===== config.mk =====
export PLATFORM = sky130hd
export DESIGN_NAME = iso_datetime_validator_flat
export DESIGN_NICKNAME = d
export VERILOG_FILES = /design/src/hdl/idv_pkg.sv /design/src/hdl/idv_if.sv /design/src/hdl/idv_field_check.sv /design/src/hdl/iso_datetime_validator.sv /design/src/flat_wrapper.sv
export SDC_FILE = /design/constraint.sdc
export NUM_CORES = 1
export LEC_CHECK = 0
export BUFFER_PORTS_ARGS = -buffer_cell sky130_fd_sc_hd__buf_4
export CORE_MARGIN = 4
export CORE_UTILIZATION = 29
export DETAILED_ROUTE_END_ITERATION = 12
export PLACE_DENSITY = 0.54
export SLEW_MARGIN = 20
export SYNTH_ARGS = -nofsm -noshare
export SYNTH_HDL_FRONTEND = slang
export SYNTH_SLANG_ARGS = --single-unit
export TNS_END_PERCENT = 30

===== constraint.sdc =====
create_clock -name clk -period 8.4 [get_ports clk]
set_clock_uncertainty 0.15 [all_clocks]
set_input_delay 0.84 -clock clk [delete_from_list [all_inputs] [get_ports clk]]
set_output_delay 0.84 -clock clk [all_outputs]
set_load 0.05 [all_outputs]

===== src/hdl/idv_pkg.sv =====
// Shared constants and types for the ISO timestamp validator.
// No dependencies.
package idv_pkg;

  localparam int CHAR_W = 8;
  localparam int POS_W  = 5;
  localparam int FLD_W  = 7;

  localparam logic [POS_W-1:0] TS_LEN     = 5'd19;
  localparam logic [POS_W-1:0] POS_LAST   = 5'd18;
  localparam logic [POS_W-1:0] POS_DASH0  = 5'd4;
  localparam logic [POS_W-1:0] POS_DASH1  = 5'd7;
  localparam logic [POS_W-1:0] POS_TSEP   = 5'd10;
  localparam logic [POS_W-1:0] POS_COLON0 = 5'd13;
  localparam logic [POS_W-1:0] POS_COLON1 = 5'd16;
  localparam logic [POS_W-1:0] POS_YLO    = 5'd2;
  localparam logic [POS_W-1:0] POS_MON    = 5'd4;
  localparam logic [POS_W-1:0] POS_DAY    = 5'd7;
  localparam logic [POS_W-1:0] POS_HOUR   = 5'd10;
  localparam logic [POS_W-1:0] POS_MIN    = 5'd13;
  localparam logic [POS_W-1:0] POS_SEC    = 5'd16;

  localparam logic [CHAR_W-1:0] CHAR_DASH  = 8'h2D;
  localparam logic [CHAR_W-1:0] CHAR_T     = 8'h54;
  localparam logic [CHAR_W-1:0] CHAR_COLON = 8'h3A;
  localparam logic [CHAR_W-1:0] CHAR_ZERO  = 8'h30;
  localparam logic [CHAR_W-1:0] CHAR_NINE  = 8'h39;

  // Year is held as two-digit halves: century part and year-in-century.
  typedef struct packed {
    logic [FLD_W-1:0] year_hi;
    logic [FLD_W-1:0] year_lo;
    logic [FLD_W-1:0] month;
    logic [FLD_W-1:0] day;
    logic [FLD_W-1:0] hour;
    logic [FLD_W-1:0] minute;
    logic [FLD_W-1:0] second;
  } idv_fields_t;

endpackage


===== src/hdl/idv_if.sv =====
// Valid/ready channel interfaces for the timestamp validator.
// Depends on idv_pkg.
interface idv_in_if
  import idv_pkg::*;
  ();
  logic              valid;
  logic              ready;
  logic [CHAR_W-1:0] char_code;
  logic              last_char;

  modport source (output valid, char_code, last_char, input ready);
  modport sink   (input valid, char_code, last_char, output ready);
endinterface

interface idv_out_if
  import idv_pkg::*;
  ();
  logic valid;
  logic ready;
  logic timestamp_ok;

  modport source (output valid, timestamp_ok, input ready);
  modport sink   (input valid, timestamp_ok, output ready);
endinterface


===== src/hdl/idv_field_check.sv =====
// Calendar range check of the seven decoded timestamp fields.
// Depends on idv_pkg (idv_fields_t).
module idv_field_check
  import idv_pkg::*;
(
  input  idv_fields_t fields,
  output logic        fields_ok
);

  logic             leap;
  logic [FLD_W-1:0] mdays;
  logic             range_ok;

  // Fields are two decimal digits each, so year = 100*hi + lo.
  assign leap = (fields.year_lo == '0) ? (fields.year_hi[1:0] == 2'd0)
                                       : (fields.year_lo[1:0] == 2'd0);

  always_comb begin
    unique case (fields.month)
      7'd2:                      mdays = leap ? 7'd29 : 7'd28;
      7'd4, 7'd6, 7'd9, 7'd11:   mdays = 7'd30;
      default:                   mdays = 7'd31;
    endcase
  end

  assign range_ok = (fields.year_hi >= 7'd10) &&
                    (fields.month >= 7'd1) && (fields.month <= 7'd12) &&
                    (fields.day >= 7'd1) && (fields.day <= 7'd31) &&
                    (fields.hour <= 7'd23) &&
                    (fields.minute <= 7'd59) &&
                    (fields.second <= 7'd59);

  assign fields_ok = range_ok && (fields.day <= mdays);

endmodule


===== src/hdl/iso_datetime_validator.sv =====
// Top level of the ISO 8601 timestamp validator (YYYY-MM-DDTHH:MM:SS).
// Depends on idv_pkg, idv_in_if, idv_out_if and idv_field_check.
//
// Usage:
//   in_ch  : one ASCII character per transfer, last_char marks the final one.
//   out_ch : one timestamp_ok bit per string, produced for the last character
//            only; other characters produce nothing.
//   Timing: a character is registered in the input register on its transfer;
//   the last one is then resolved into the output register, which presents
//   timestamp_ok; a full output register can hold it in the input register.
//   Throughput: one character per cycle except while stalled (below); the
//   parse is one compare/accumulate step between input and result registers.
//   Reset (rst_n low, synchronous): position, error flag and accumulators
//   clear, both channel registers empty. The block rearms after every last
//   character.
//   Stall: a pending result waits in the output register; characters keep
//   flowing until a second last character meets a full output register,
//   which then holds the input register and drops in_ch.ready.
module iso_datetime_validator
  import idv_pkg::*;
(
  input  logic       clk,
  input  logic       rst_n,
  idv_in_if.sink     in_ch,
  idv_out_if.source  out_ch
);

  logic              in_vld_r;
  logic [CHAR_W-1:0] char_r;
  logic              last_r;
  logic              proceed;

  logic [POS_W-1:0]  pos_r, pos_nxt;
  logic              err_r, err_nxt;
  idv_fields_t       fld_r, fld_nxt;

  logic              out_vld_r;
  logic              out_ok_r;

  logic              is_digit;
  logic [3:0]        digit;
  logic              fields_ok;
  logic              ended_ok;

  function automatic logic [FLD_W-1:0] acc_digit(input logic [FLD_W-1:0] acc,
                                                 input logic [3:0] d);
    logic [FLD_W+3:0] sum;
    sum = {acc, 3'b000} + {2'b00, acc, 1'b0} + {{FLD_W{1'b0}}, d};
    return sum[FLD_W-1:0];
  endfunction

  assign proceed      = in_vld_r && (!last_r || !out_vld_r || out_ch.ready);
  assign in_ch.ready  = !in_vld_r || proceed;

  always_ff @(posedge clk) begin
    if (!rst_n) begin
      in_vld_r <= 1'b0;
    end else if (in_ch.ready) begin
      in_vld_r <= in_ch.valid;
    end
  end

  always_ff @(posedge clk) begin
    if (in_ch.ready && in_ch.valid) begin
      char_r <= in_ch.char_code;
      last_r <= in_ch.last_char;
    end
  end

  assign is_digit = (char_r >= CHAR_ZERO) && (char_r <= CHAR_NINE);
  assign digit    = char_r[3:0];

  always_comb begin
    err_nxt = err_r;
    fld_nxt = fld_r;
    if (pos_r >= TS_LEN) begin
      err_nxt = 1'b1;
    end else begin
      unique case (pos_r)
        POS_DASH0, POS_DASH1: begin
          if (char_r != CHAR_DASH) err_nxt = 1'b1;
        end
        POS_TSEP: begin
          if (char_r != CHAR_T) err_nxt = 1'b1;
        end
        POS_COLON0, POS_COLON1: begin
          if (char_r != CHAR_COLON) err_nxt = 1'b1;
        end
        default: begin
          if (!is_digit) begin
            err_nxt = 1'b1;
          end else begin
            priority if (pos_r < POS_YLO) fld_nxt.year_hi = acc_digit(fld_r.year_hi, digit);
            else if (pos_r < POS_MON)     fld_nxt.year_lo = acc_digit(fld_r.year_lo, digit);
            else if (pos_r < POS_DAY)     fld_nxt.month   = acc_digit(fld_r.month, digit);
            else if (pos_r < POS_HOUR)    fld_nxt.day     = acc_digit(fld_r.day, digit);
            else if (pos_r < POS_MIN)     fld_nxt.hour    = acc_digit(fld_r.hour, digit);
            else if (pos_r < POS_SEC)     fld_nxt.minute  = acc_digit(fld_r.minute, digit);
            else                          fld_nxt.second  = acc_digit(fld_r.second, digit);
          end
        end
      endcase
    end
    pos_nxt = (pos_r < TS_LEN) ? pos_r + 5'd1 : pos_r;
  end

  idv_field_check u_check (
    .fields    (fld_nxt),
    .fields_ok (fields_ok)
  );

  assign ended_ok = (pos_r == POS_LAST) && !err_nxt && fields_ok;

  always_ff @(posedge clk) begin
    if (!rst_n) begin
      pos_r <= '0;
      err_r <= 1'b0;
      fld_r <= '0;
    end else if (proceed) begin
      if (last_r) begin
        pos_r <= '0;
        err_r <= 1'b0;
        fld_r <= '0;
      end else begin
        pos_r <= pos_nxt;
        err_r <= err_nxt;
        fld_r <= fld_nxt;
      end
    end
  end

  always_ff @(posedge clk) begin
    if (!rst_n) begin
      out_vld_r <= 1'b0;
    end else if (proceed && last_r) begin
      out_vld_r <= 1'b1;
    end else if (out_ch.ready) begin
      out_vld_r <= 1'b0;
    end
  end

  always_ff @(posedge clk) begin
    if (proceed && last_r) begin
      out_ok_r <= ended_ok;
    end
  end

  assign out_ch.valid        = out_vld_r;
  assign out_ch.timestamp_ok = out_ok_r;

endmodule


===== src/flat_wrapper.sv =====
// flat-port wrapper written by rule: the top's interface ports become plain ports
module iso_datetime_validator_flat import idv_pkg::*;
  (clk, rst_n, in_ch_valid, in_ch_char_code, in_ch_last_char, in_ch_ready, out_ch_valid, out_ch_timestamp_ok, out_ch_ready);
  idv_in_if in_ch_i ();
  idv_out_if out_ch_i ();
  input  logic clk;
  input  logic rst_n;
  input wire logic [$bits(in_ch_i.valid)-1:0] in_ch_valid;
  input wire logic [$bits(in_ch_i.char_code)-1:0] in_ch_char_code;
  input wire logic [$bits(in_ch_i.last_char)-1:0] in_ch_last_char;
  output wire logic [$bits(in_ch_i.ready)-1:0] in_ch_ready;
  output wire logic [$bits(out_ch_i.valid)-1:0] out_ch_valid;
  output wire logic [$bits(out_ch_i.timestamp_ok)-1:0] out_ch_timestamp_ok;
  input wire logic [$bits(out_ch_i.ready)-1:0] out_ch_ready;
  assign in_ch_i.valid = in_ch_valid;
  assign in_ch_i.char_code = in_ch_char_code;
  assign in_ch_i.last_char = in_ch_last_char;
  assign in_ch_ready = in_ch_i.ready;
  assign out_ch_valid = out_ch_i.valid;
  assign out_ch_timestamp_ok = out_ch_i.timestamp_ok;
  assign out_ch_i.ready = out_ch_ready;
  iso_datetime_validator u_core (.clk(clk), .rst_n(rst_n), .in_ch(in_ch_i), .out_ch(out_ch_i));
endmodule

; Yosys cells after proc, flatten, opt, wreduce, memory -nomap -nowiden
; Cells that the tools add are included.
[classes]
n_eq_ne = 14
mux = 30
addsub = 15
order_cmp = 19
n_reduce_logical = 31
[op_table]
columns = cell, count
row1 = 49-bit two-way mux, 4
row2 = 7-bit by 4-bit adder with 7-bit output, 7
row3 = 7-bit adder, 7
row4 = 7-bit two-way mux, 7
row5 = 42-bit two-way mux, 1
row6 = 35-bit two-way mux, 1
row7 = 28-bit two-way mux, 1
row8 = 21-bit two-way mux, 1
row9 = 8-bit by 6-bit inequality test with 1-bit output (second input constant), 2
row10 = 7-bit by 3-bit == test with 1-bit output (second input constant), 2
row11 = 7-bit by 4-bit == test with 1-bit output (second input constant), 2
row12 = 7-bit by 1-bit greater-or-equal comparator with 1-bit output (second input constant), 2
row13 = 7-bit by 5-bit less-or-equal comparator with 1-bit output (second input constant), 2
row14 = 7-bit by 6-bit less-or-equal comparator with 1-bit output (second input constant), 2
row15 = 1-bit logical AND, 14
row16 = 14-bit two-way mux, 1
row17 = 5-bit by 3-bit == test with 1-bit output (second input constant), 2
row18 = 5-bit by 4-bit == test with 1-bit output (second input constant), 2
row19 = 5-bit == test (second input constant), 2
row20 = 5-bit by 3-bit less-than comparator with 1-bit output (second input constant), 2
row21 = 5-bit by 4-bit less-than comparator with 1-bit output (second input constant), 2
row22 = 5-bit less-than comparator (second input constant), 2
row23 = 1-bit two-way mux, 10
row24 = 5-bit two-way mux, 2
row25 = 21 further kinds, 29
[word_totals]
out_inout_bits = 3
ff_bits = 67
in_bits = 13
elab_cells = 123

; Longest topological paths before layout
[logic_depth]
ltp_word = 21
mapped_depth = 17
mapped_depth_nobuf = 17

; Cells and area by module
; Synthesis repeated with hierarchy kept, for this count alone.
[unflattened]
hier_cells = 543
hier_area_um2 = 5181.2
[by_module_without_submodules]
columns = mod, seq_area_each_um2, area_each_um2, n_inst, cells_per_inst
row1 = iso_datetime_validator, 1441.4, 4979.8, 1, 509
row2 = idv_field_check, 0.0, 201.4, 1, 34

; Least setup slack after synthesis
; OpenSTA, ideal clock, no wires.
[synth_path]
path_kind = register to register
from = register u_core.char_r[3]
to = register u_core.out_ok_r (netlist: u_core.out_ch.timestamp_ok) (data pin)
arrival_ps = 3263
setup_time_ps = 134
stages_incl_launch_ff = 16
t_required_ps = 8116
synth_period_minus_slack_ps = 3547
path_buffers = 0
path_slack_ps = 4853
path_cell_list = edfxtp_1 > inv_1 > fa_1 > inv_1 > fa_1 > a21o_1 > a21oi_1 > xnor2_1 > nand2_1 > o41ai_1 > and3_1 > ha_1 > a21oi_1 > a21oi_1 > a21boi_0 > and4_1
[synth_between]
elab_chain_cells = 17
word_cells_on_any_way = 66
classes_between = add/sub: 7 / order compare: 11 / eq/ne: 8 / mux: 24 / reduce/logical: 16
[synth_rtl]
columns = element, line
row1 = from (decl), iso_datetime_validator.sv:29  ; logic [CHAR_W-1:0] char_r;
row2 = from (signal assigned), iso_datetime_validator.sv:65  ; char_r <= in_ch.char_code;
row3 = "parallel branches: the longest is 16 deep, another holds 7-bit by 4-bit adder with 7-bit output", --
row4 = 1-bit logical AND (*), iso_datetime_validator.sv:112  ; assign ended_ok = (pos_r == POS_LAST) && !err_nxt && fields_ok;
row5 = net u_core.ended_ok, iso_datetime_validator.sv:43  ; logic ended_ok;
row6 = to (signal assigned), iso_datetime_validator.sv:144  ; out_ok_r <= ended_ok;
row7 = to (decl), iso_datetime_validator.sv:38  ; logic out_ok_r;
; Mark *: on every way through the listed nets, which the timed path passes.
; A chain may end at the register's enable or synchronous reset.

; Worst setup path in the final report
; Same ends and word-level chain as after synthesis.

==> flow_metrics.py <==
metrics = {
    "detailed_routing": {
        "drtIter0Drc": 324,
        "drtAntennaViolNets": 0,
        "via_per_inst": 5.02,
        "drc": 0,
        "num_vias": 4016,
        "dr.pass1.iters": 5,
        "routed_wl_um": 12000,
        "wire_per_inst_um": 15.0,
    },
    "final_layout": {
        "fillers": 1748,
        "diodes": 0,
        "seq_area_mm2": 0.00144,
        "final_core_util_pct": 32.9,
        "layout.nets": 658,
        "drive_gt1_share_pct": 7.13,
        "area.growth.synth_to_final_pct": 11.9,
        "multiInputGateArea_mm2": 0.00337,
    },
    "critical_path": {
        "crit_arrival_ps": 4240,
        "crit_buf_inv": 2,
        "crit_family": "compound AO/OA/AOI/OAI gates",
        "rrSetupSlack_ps": 4220,
        "path_max_fanout": 7,
        "start_kind": "register",
        "slowest_delay_ps": 520,
        "endpoint_kind": "register",
        "slowest_stage": "o41ai_1",
        "crit_required_ps": 8460,
        "critical_path_class": "reg2reg",
        "critical_path.most_common_cell": "a21oi_1",
        "crit_chain": "inv_1, fa_1, inv_1, ha_1, a21o_1, a21oi_1, xor2_1, nand2_1, o41ai_1, and3_1, ha_1, a21oi_1, a21oi_1, a21boi_0, and4_1",
    },
    "timing": {
        "fmax_ghz": 0.239,
        "hold_viol": 0,
        "setup_viol": 0,
        "worst_slew_pin_slew_ps": 908,
        "slew_violations": 0,
        "rsz0062_at_grt": "no",
        "slew_headroom_pct": 39.3,
        "period_share_pct": 49.8,
        "tns_ps": 0,
        "period_minus_slack_ps": 4180,
    },
    "clocking": {
        "cts-root-buf": "clkbuf_16",
        "clk_latency_ps": 340,
        "cts_tree": "yes",
        "cts_buffers": 9,
        "clkSlewWorstSetupHoldPaths_ps": 50,
        "cts_setup_buffers": 0,
        "cts_buffer_depth": 2,
        "holdBufCountCts": 0,
        "htree_levels": 3,
        "ctsResizeCount": 0,
        "cts.sinks": 67,
    },
    "logic_synthesis": {
        "synth_cell_types": 58,
        "synth_ff_type": "dfxtp_1",
        "yosysSeqAreaShare_pct": 28.4,
        "netlist_area_mm2": 0.00507,
        "synth_edf_count": 10,
        "ys.warnings.count": 0,
        "synth_fp_nets": 649,
        "synthArstFlopShare_pct": 0,
        "syn_avg_cell_area_um2": 9.05,
        "ys_seq_elements": 67,
        "netlist_instances": 561,
    },
    "floorplanning": {
        "die_width_um": 140,
        "coreArea_mm2": 0.0172,
        "start_util_pct": 29.4,
        "die_height_um": 140,
        "boundaryPins": 16,
        "die_area_mm2": 0.0197,
        "num_rows": 48,
    },
    "hold_path": {
        "min_path_type": "reg2reg",
    },
    "pwr": {
        "power_uw": 728,
        "ir_worst_vdd_mv": 0.135,
        "p_per_area_mw_per_mm2": 128,
        "power.leakage_nw": 2.40,
    },
    "place": {
        "portBuffers": 15,
        "place_hpwl_um": 8730,
        "place_congestion": 0.843,
    },
    "global_route": {
        "grt_pass1_vias": 3923,
        "grt_max_degree": 55,
        "grt-ovfl-total": 0,
        "grt_pass1_wl_um": 19900,
        "grtUsageTotal_pct": 12.6,
        "antenna_found_initial": 0,
    },
    "flow_run": {
        "cap_violations": 0,
    },
    "outcome": {
        "outcome": "finished, final reports clean",
    },
}
## worst register-to-register path, stage by stage, from the launching register on
cell and delay, ps:
edfxtp_1 410, inv_1 440, fa_1 520, inv_1 110
ha_1 240, a21o_1 150, a21oi_1 180, xor2_1 210
nand2_1 80, o41ai_1 520, and3_1 260, ha_1 240
a21oi_1 130, a21oi_1 50, a21boi_0 160, and4_1 200
## logic make-up (layout without fill, tap and decap cells)
| family | after synthesis | in the layout | share of synthesized area (%) |
|---|---|---|---|
| simple gates | 171 | 171 | 19.2 |
| compound gates | 128 | 128 | 17.5 |
| fa+ha+maj | 75 | 75 | 20.6 |
| buf+inv | 71 | 85 | 5.33 |
| flops | 67 | 67 | 28.4 |
| xor+xnor | 37 | 37 | 6.39 |
| mux | 12 | 12 | 2.69 |
## report_power, final
part           internal [mW]  switching (mW)
registers              0.330         0.00671
clock network          0.206           0.137
logic                 0.0183          0.0301
total                  0.554           0.174
## per-stage QoR
| step | setup slack [ps] | hold slack, ps | instances | area (µm²) |
|---|---|---|---|---|
| 2_1_floorplan | 4850 | 286 | 561 | 5070 |
| 3_3_place_gp | 4470 | 308 | 784 | 5410 |
| 3_5_place_dp | 4260 | 313 | 784 | 5410 |
| 4_1_cts | 4220 | 317 | 800 | 5670 |
| 5_1_grt | 3860 | 381 | 800 | 5680 |
| 6_report | 4220 | 326 | 800 | 5680 |
## synthesized netlist by cell type (4+ instances only)
cell type | instances | area (µm²)
fa_1 | 14 | 280
xor2_1 | 9 | 78.8
nor2_1 | 27 | 101
clkbuf_1 | 15 | 56.3
nor2b_1 | 52 | 325
xnor2_1 | 28 | 245
nor4_1 | 4 | 25.0
a21oi_1 | 26 | 130
nand2b_1 | 5 | 31.3
a21o_1 | 15 | 113
nor3b_1 | 5 | 37.5
edfxtp_1 | 10 | 300
inv_1 | 52 | 195
mux2i_1 | 8 | 80.1
nand4_1 | 6 | 37.5
dfxtp_1 | 57 | 1140
nor3_1 | 15 | 75.1
and2_1 | 7 | 43.8
o21ai_0 | 11 | 55.1
ha_1 | 61 | 763
a21boi_0 | 4 | 30.0
o21ai_1 | 9 | 45.0
nand3_1 | 9 | 45.0
a22oi_1 | 39 | 293
nand2_1 | 23 | 86.3
## sequential cells by signal, indices dropped and copies added, names as in the netlist
signal,count
u_core.fld_r,49
u_core.char_r,8
u_core.pos_r,5
u_core.err_r,1
u_core.in_vld_r,1
u_core.last_r,1
u_core.out_ch.timestamp_ok,1
u_core.out_ch.valid,1
## layout by cell type (no fill, tap or decap), types with 10 or more instances in the layout
| master | instances |
|---|---|
| a22oi_1 | 39 |
| dfxtp_1 | 57 |
| o21ai_0 | 11 |
| nor2_1 | 27 |
| a21oi_1 | 26 |
| ha_1 | 61 |
| xnor2_1 | 28 |
| edfxtp_1 | 10 |
| inv_1 | 52 |
| fa_1 | 14 |
| buf_4 | 17 |
| nor2b_1 | 52 |
| a21o_1 | 15 |
| nand2_1 | 23 |
| nor3_1 | 15 |
## path summary, 6_finish.rpt
path | startpoint | end | cells past startpoint
max | u_core.char_r[3]$_DFFE_PP_ | u_core.out_ch.timestamp_ok$_DFFE_PP_ | 15
max reg2reg | u_core.char_r[3]$_DFFE_PP_ | u_core.out_ch.timestamp_ok$_DFFE_PP_ | 15
min | u_core.fld_r[34]$_SDFFE_PN0P_ | u_core.fld_r[34]$_SDFFE_PN0P_ | 2
min reg2reg | u_core.fld_r[34]$_SDFFE_PN0P_ | u_core.fld_r[34]$_SDFFE_PN0P_ | 2
## routing by layer
| metal | track usage [%] | share of wire (%) | wire (µm) | vias to the layer above |
|---|---|---|---|---|
| li1 | - | - | - | 2015 |
| met4 | 5.56 | 2.1 | 256 | 0 |
| met5 | 0 | 0 | 0 | - |
| met2 | 19.6 | 46 | 5520 | 93 |
| met3 | 1.81 | 4.3 | 520 | 18 |
| met1 | 17.3 | 48 | 5720 | 1890 |
## layout make-up
| type | count | share of cell area (%) |
|---|---|---|
| multi-input cells | 423 | 59.3 |
| flip-flops and latches | 67 | 25.4 |
| well taps | 225 | 4.96 |
| clock buffers | 13 | 4.41 |
| inverters | 52 | 3.44 |
| repair buffers | 17 | 2.25 |
| clock inverters | 3 | 0.242 |
Note: power is estimated with default switching activity, not from simulation.
